--- src/sv/tcce_pkg.sv ---
// ----------------------------------------------------------------------------
// tcce_pkg
// Shared types and constants for the text console character engine: screen
// geometry, request and response payloads, microcode steps and control word.
// ----------------------------------------------------------------------------
package tcce_pkg;

   // screen geometry
   localparam int COLUMNS  = 80;
   localparam int ROWS     = 25;
   localparam int CELLS    = COLUMNS * ROWS;
   localparam int TAB_STOP = 8;

   localparam int ADDR_W = $clog2(CELLS);
   localparam int COL_W  = $clog2(COLUMNS);
   localparam int ROW_W  = $clog2(ROWS + 1);
   localparam int CELL_W = 16;
   localparam int CHAR_W = 8;
   localparam int ATTR_W = 8;
   localparam int LOC_W  = 11;

   // character codes
   localparam logic [CHAR_W-1:0] CH_BS    = 8'h08;
   localparam logic [CHAR_W-1:0] CH_TAB   = 8'h09;
   localparam logic [CHAR_W-1:0] CH_CR    = 8'h0D;
   localparam logic [CHAR_W-1:0] CH_LF    = 8'h0A;
   localparam logic [CHAR_W-1:0] CH_SPACE = 8'h20;

   localparam logic [ATTR_W-1:0] ATTR_RESET = 8'h0F;

   typedef enum logic [1:0] {
      OP_PUT   = 2'd0,
      OP_GOTO  = 2'd1,
      OP_CLEAR = 2'd2,
      OP_READ  = 2'd3
   } op_type;

   typedef struct packed {
      op_type      operation;
      logic [7:0]  char_code;
      logic [6:0]  pos_column;
      logic [4:0]  pos_row;
      logic [10:0] cell_index;
   } req_type;

   typedef struct packed {
      logic [10:0] cursor_location;
      logic [15:0] cell_data;
   } rsp_type;

   // microcode steps
   typedef enum logic [3:0] {
      S_IDLE    = 4'd0,
      S_PUT     = 4'd1,
      S_SCR_RD  = 4'd2,
      S_SCR_WR  = 4'd3,
      S_BLANK   = 4'd4,
      S_SCR_END = 4'd5,
      S_GOTO    = 4'd6,
      S_CLR     = 4'd7,
      S_READ    = 4'd8,
      S_RST     = 4'd9,
      S_RSP     = 4'd10
   } step_type;

   typedef enum logic [1:0] {
      WD_CHAR,
      WD_BLANK,
      WD_RDATA
   } wd_sel_type;

   typedef enum logic {
      WA_CURSOR,
      WA_PTR
   } wa_sel_type;

   typedef enum logic {
      RA_SCROLL,
      RA_INDEX
   } ra_sel_type;

   typedef enum logic [1:0] {
      PTR_HOLD,
      PTR_CLEAR,
      PTR_INC
   } ptr_op_type;

   typedef enum logic [2:0] {
      CUR_HOLD,
      CUR_PUT,
      CUR_GOTO,
      CUR_HOME,
      CUR_LAST_ROW
   } cur_op_type;

   typedef enum logic [2:0] {
      C_NONE,
      C_DISPATCH,
      C_ROW_OVF,
      C_SCR_END,
      C_CELL_END
   } cond_type;

   // one control word of the microprogram
   typedef struct packed {
      logic       ram_we;
      wd_sel_type wd_sel;
      wa_sel_type wa_sel;
      ra_sel_type ra_sel;
      ptr_op_type ptr_op;
      cur_op_type cur_op;
      logic       rsp_load;
      cond_type   cond;
      step_type   next_a;
      step_type   next_b;
   } ctl_type;

   // datapath status used for branching
   typedef struct packed {
      logic row_ovf;
      logic scr_end;
      logic cell_end;
   } sts_type;

endpackage

--- src/sv/tcce_seq.sv ---
// ----------------------------------------------------------------------------
// tcce_seq
// Microcode sequencer: step counter, control store and branch logic.
// ----------------------------------------------------------------------------
module tcce_seq import tcce_pkg::*; (
   input  logic    clock,
   input  logic    reset,
   input  logic    start,
   input  op_type  op,
   input  sts_type sts,
   output ctl_type ctl,
   output logic    busy
);

   step_type upc_ff;
   step_type upc_in;
   logic     taken;

   // control store
   function automatic ctl_type ucode(input step_type s);
      ctl_type w;
      w = '{ram_we: 1'b0, wd_sel: WD_BLANK, wa_sel: WA_PTR, ra_sel: RA_SCROLL,
            ptr_op: PTR_HOLD, cur_op: CUR_HOLD, rsp_load: 1'b0, cond: C_NONE,
            next_a: S_IDLE, next_b: S_IDLE};
      unique case (s)
         S_IDLE: begin
            w.ptr_op = PTR_CLEAR;
            w.cond   = C_DISPATCH;
         end
         S_PUT: begin
            w.ram_we = 1'b1;
            w.wd_sel = WD_CHAR;
            w.wa_sel = WA_CURSOR;
            w.cur_op = CUR_PUT;
            w.cond   = C_ROW_OVF;
            w.next_a = S_RSP;
            w.next_b = S_SCR_RD;
         end
         S_SCR_RD: begin
            w.next_a = S_SCR_WR;
         end
         S_SCR_WR: begin
            w.ram_we = 1'b1;
            w.wd_sel = WD_RDATA;
            w.ptr_op = PTR_INC;
            w.cond   = C_SCR_END;
            w.next_a = S_SCR_RD;
            w.next_b = S_BLANK;
         end
         S_BLANK: begin
            w.ram_we = 1'b1;
            w.ptr_op = PTR_INC;
            w.cond   = C_CELL_END;
            w.next_a = S_BLANK;
            w.next_b = S_SCR_END;
         end
         S_SCR_END: begin
            w.cur_op = CUR_LAST_ROW;
            w.next_a = S_RSP;
         end
         S_GOTO: begin
            w.cur_op = CUR_GOTO;
            w.next_a = S_RSP;
         end
         S_CLR: begin
            w.ram_we = 1'b1;
            w.ptr_op = PTR_INC;
            w.cur_op = CUR_HOME;
            w.cond   = C_CELL_END;
            w.next_a = S_CLR;
            w.next_b = S_RSP;
         end
         S_READ: begin
            w.ra_sel = RA_INDEX;
            w.next_a = S_RSP;
         end
         S_RST: begin
            w.ram_we = 1'b1;
            w.ptr_op = PTR_INC;
            w.cond   = C_CELL_END;
            w.next_a = S_RST;
            w.next_b = S_IDLE;
         end
         S_RSP: begin
            w.rsp_load = 1'b1;
         end
         default: begin
            w.next_a = S_IDLE;
         end
      endcase
      return w;
   endfunction

   assign ctl  = ucode(upc_ff);
   assign busy = (upc_ff != S_IDLE);

   // branch condition
   always_comb begin
      unique case (ctl.cond)
         C_ROW_OVF:  taken = sts.row_ovf;
         C_SCR_END:  taken = sts.scr_end;
         C_CELL_END: taken = sts.cell_end;
         default:    taken = 1'b0;
      endcase
   end

   // next step, with opcode dispatch from idle
   always_comb begin
      upc_in = taken ? ctl.next_b : ctl.next_a;
      if (ctl.cond == C_DISPATCH && start) begin
         unique case (op)
            OP_PUT:   upc_in = S_PUT;
            OP_GOTO:  upc_in = S_GOTO;
            OP_CLEAR: upc_in = S_CLR;
            OP_READ:  upc_in = S_READ;
            default:  upc_in = S_IDLE;
         endcase
      end
   end

   // step counter, reset enters the clearing pass
   always_ff @(posedge clock) begin
      if (reset) begin
         upc_ff <= S_RST;
      end else begin
         upc_ff <= upc_in;
      end
   end

endmodule

--- config.mk ---
export PLATFORM = sky130hd
export DESIGN_NAME = tcce_seq
export DESIGN_NICKNAME = d
export VERILOG_FILES = /design/src/sv/tcce_pkg.sv /design/src/sv/tcce_seq.sv
export SDC_FILE = /design/constraint.sdc
export NUM_CORES = 1
export LEC_CHECK = 0
export ABC_AREA = 1
export ABC_CLOCK_PERIOD_IN_PS = 3900
export BUFFER_PORTS_ARGS = -buffer_cell sky130_fd_sc_hd__clkbuf_2
export CORE_AREA = 5 5 42 44
export DETAILED_ROUTE_END_ITERATION = 10
export DIE_AREA = 0 0 47 49
export GPL_ROUTABILITY_DRIVEN = 1
export PLACE_DENSITY = 0.72
export SLEW_MARGIN = 0
export SYNTH_ARGS = -nofsm -noshare
export SYNTH_HDL_FRONTEND = slang
export SYNTH_SLANG_ARGS = --single-unit
--- constraint.sdc ---
create_clock -name clock -period 3.9 [get_ports clock]
set_clock_uncertainty 0.15 [all_clocks]
set_input_delay 0.195 -clock clock [delete_from_list [all_inputs] [get_ports clock]]
set_output_delay 0.195 -clock clock [all_outputs]
set_load 0.01 [all_outputs]
==> impl.org <==
** Final layout
- Synth-to-Final Area Change :: 38.33%
- Fraction of layout cells with a size suffix above 1 :: 42.74%
- Most used cells in the layout excluding fill and tap cells :: 30 x sky130_fd_sc_hd__clkbuf_2, 20 x sky130_fd_sc_hd__nand2_1, 19 x sky130_fd_sc_hd__inv_1
- For this run, the post-layout net count is 130.
- Top Registers :: upc_ff x4
- Fraction of the core area covered by cells at the end of the flow :: 50.27%
- Ranked by flip-flop count, first place goes to upc_ff.
- The register with the most flip-flops in the layout has 4 of them.
- Most common cell after layout, fill and taps aside :: sky130_fd_sc_hd__clkbuf_2
- Ant. Diodes :: 0

** Pwr
- Summed over all cells, the static leakage comes to 0.0004844 uW.
- NetSw :: 316.3 uW
- The worst-case IR drop observed on VDD is 311.3 uV.
- In this run, the combinational gates consume 75.6% of the power.
- Cell internal power was estimated by the tool at 243.2 uW.
- The clock network burns 9.7% of the power.
- Power, Total :: 559.5 uW
- Share of total power consumed by net switching :: 56.53%
- The share of total power dissipated in sequential elements is 14.8%.
- For this design the ratio of total power to cell area is 794.2 mW/mm^2.

** Route
- The first routing iteration left 4 violations.
- Vias per Instance :: 4.617
- Routed length per instance :: 10.95 um
- For this block, the via count after detailed routing is 614.
- Count of antenna-violating nets left after detailed routing :: 0
- The first detailed-routing pass took 4 iterations.
- Final wirelength :: 1456 um
- DR DRC count :: 0

** Timing
- Setup TNS :: 0 ps
- Final hold violation count :: 0
- Final count of negative-setup-slack endpoints :: 0
- Worst max-slew margin expressed relative to the limit :: 81.25%
- Unrepaired setup endpoints after global routing :: false
- Counting I/O delays and the setup requirement, the final critical path takes 1891 ps.
- Slack of the critical path :: 2009 ps
- For this run, the top clock speed supported by timing is 528.9 MHz.
- Worst-margin pin slew :: 280.2 ps
- The final critical path takes up 48.48% of the cycle.
- Count of pins over their slew limit :: 0

** Setup path
- For the worst flop-to-flop path, the logic depth is 8.
- By startpoint and endpoint, the worst setup path is classified as flip-flop to output pin.
- In this run the number of cells on the critical path is 7.
- The signal on the critical path passes through nand2_1 -> clkinv_2 -> nand2_4 -> inv_2 -> nor2_1 -> nand3_2 -> clkbuf_2.
- In this design, the largest share of critical-path delay is due to simple AND/OR/NAND/NOR gates.
- Data on the critical path is required at its endpoint by 3560 ps.
- Maximum fanout encountered on the critical timing path :: 5
- Startpoint type of the worst setup path :: flip-flop
- Worst path buffer plus inverter count :: 3
- Standard cell with the maximum stage delay on the critical path :: sky130_fd_sc_hd__dfxtp_1
- At the worst endpoint, the arrival time is 1550 ps.
- Element type at the critical path end :: output pin
- On the worst path, the slowest cell contributes a delay of 360 ps.

** Logic synthesis
- In this run the cell area of the synthesized design comes to 509.2 sq um.
- Distinct cells, synth :: 21
- Synthesized netlist net count :: 95
- Sequential element share of the synthesized area :: 15.72%
- Ys Warns :: 0
- In the post-synthesis netlist, the biggest area contributors are sky130_fd_sc_hd__dfxtp_1 16%, sky130_fd_sc_hd__nand2_1 15%, sky130_fd_sc_hd__inv_1 14%.
- Synthesis produced a netlist whose cell count is 84.
- A synthesized cell averages 6.062 sq um.
- The synthesized netlist devotes 53.56% of its cell area to simple gates.
- Area fraction in compound gates after synthesis :: 5.405%
- XOR/XNOR Fraction of Synth Area :: 0%
- Seq cells post-synth :: 4
- Summed over all instances, the cell type with the most area after synthesis is sky130_fd_sc_hd__dfxtp_1.
- Area share of the largest cell type after synthesis :: 15.72%
- Summing the areas of all fa, ha and maj instances in the mapped netlist gives 7.371% of the synthesized area.
- In the synthesized netlist, mux cells make up 0% of the area.
- After synthesis, the largest family of logic cells by area is simple AND/OR/NAND/NOR gates.

** Global route
- Largest net degree at the start of global routing :: 8
- In the global route stage, overall resource usage came out at 13.64%.
- Vias in the first global route :: 561
- Remaining global-route overflow :: 0
- Initial antenna violation count :: 0
- Global-route wire length before repair :: 2318 um

** Placed design
- At the end of routability-driven placement, the weighted congestion stood at 0.7988.
- OpenSTA, run right after detailed placement, puts the worst setup slack at 2277 ps.
- IO Port Bufs :: 30
- Detailed placement HPWL :: 1306 um

** Die
- The floorplan step set the die width to 47 um.
- Height of the die :: 49 um
- Die footprint :: 0.002303 sq mm
- Area of the core region :: 0.001401 sq mm
- Io pins :: 31
- Once the floorplan was initialized, standard cells occupied 36.34% of the core.
- In this run the core area contains 14 standard-cell rows.

** Clock tree
- Counting along the longest clock path gives a buffer depth of 2.
- Setup bufs post-CTS :: 0
- Total number of H-tree levels :: 1
- Clock-pin slew was measured on the worst setup and hold paths at 40 ps.
- In this run, post-CTS repair resized a total of 0 instances.
- Clock Sink Count :: 4
- Clock tree root driver cell :: sky130_fd_sc_hd__clkbuf_4
- CTS tree :: built
- Buffers inserted to repair hold after CTS numbered 1.
- For the worst-skew pair, the clock arrives at the later sink with an insertion delay of 240 ps.
- The number of clock buffers added by TritonCTS is 3.

** Run status
- Run status :: complete, no violations

** Flow run
- Max-cap violation count :: 0

** Min path
- Hold Path Class :: input port to flip-flop
- Worst hold path cell count :: 5
[per-layer routing]
| layer | GRT usage [%] | part of all wire [%] | up-vias |
|---|---|---|---|
| li1 | - | - | 321 |
| met1 | 13.13 | 38 | 269 |
| met2 | 24.21 | 54 | 22 |
| met3 | 4.428 | 7.1 | 2 |
| met4 | 6.912 | 1.0 | 0 |
| met5 | 0 | 0 | - |
[area by class of cell]
cell class	instances	area [sq um]
Clock buffer	3	22.52
Fill cell	159	696.9
Inverter	22	83.83
Multi-Input combinational cell	57	337.8
Sequential cell	4	80.08
Tap cell	16	20.02
Timing Repair Buffer	31	160.2
[tightest hold or removal path: cells and delay by family]
family                 cells  cell delay [ps]
buffers and inverters      2              120
and+or+nand+nor            3              180
[power by group through the flow]
stage / Sequential (uW) / Combinational, uW / Clock, uW
CTS: 82.3 / 428 / 55.4
global route: 84.6 / 464 / 60.6
global placement: 82.8 / 417 / 0
finish: 82.6 / 423 / 54.2
floorplan: 78.7 / 285 / 0
detailed placement: 82.9 / 426 / 0
[per-stage QoR]
step | hold WS [ps] | cells | area [sq um]
floorplan | 114.1 | 84 | 509.2
global placement | 222.6 | 129 | 671.9
detailed placement | 225.8 | 129 | 671.9
CTS | 171.2 | 133 | 704.4
global route | 193.4 | 133 | 704.4
finish | 171.0 | 133 | 704.4
[kinds of logic after synthesis]
group,count (synthesis)
flops,4
fa+ha+maj,3
compound gates,5
buf+inv,23
simple gates,49
[cells in the mapped netlist, drive strengths merged]
cell / count
nor2: 10
nor3: 1
inv: 21
o211ai: 1
dfxtp: 4
nand2: 25
buf: 1
a21oi: 2
nand3: 10
o21ai: 2
nand4: 3
clkinv: 1
ha: 3
[path summary, 6_finish.rpt]
path | startpoint | endpoint | slack (ps)
worst max-delay path | upc_ff[1] | ctl[5] | 2010
worst min-delay path | start | upc_ff[3] | 170
worst max register to register | upc_ff[1] | upc_ff[1] | 2340
worst min register to register | upc_ff[1] | upc_ff[1] | 560
No activity file was read; power rests on OpenSTA's default activity.
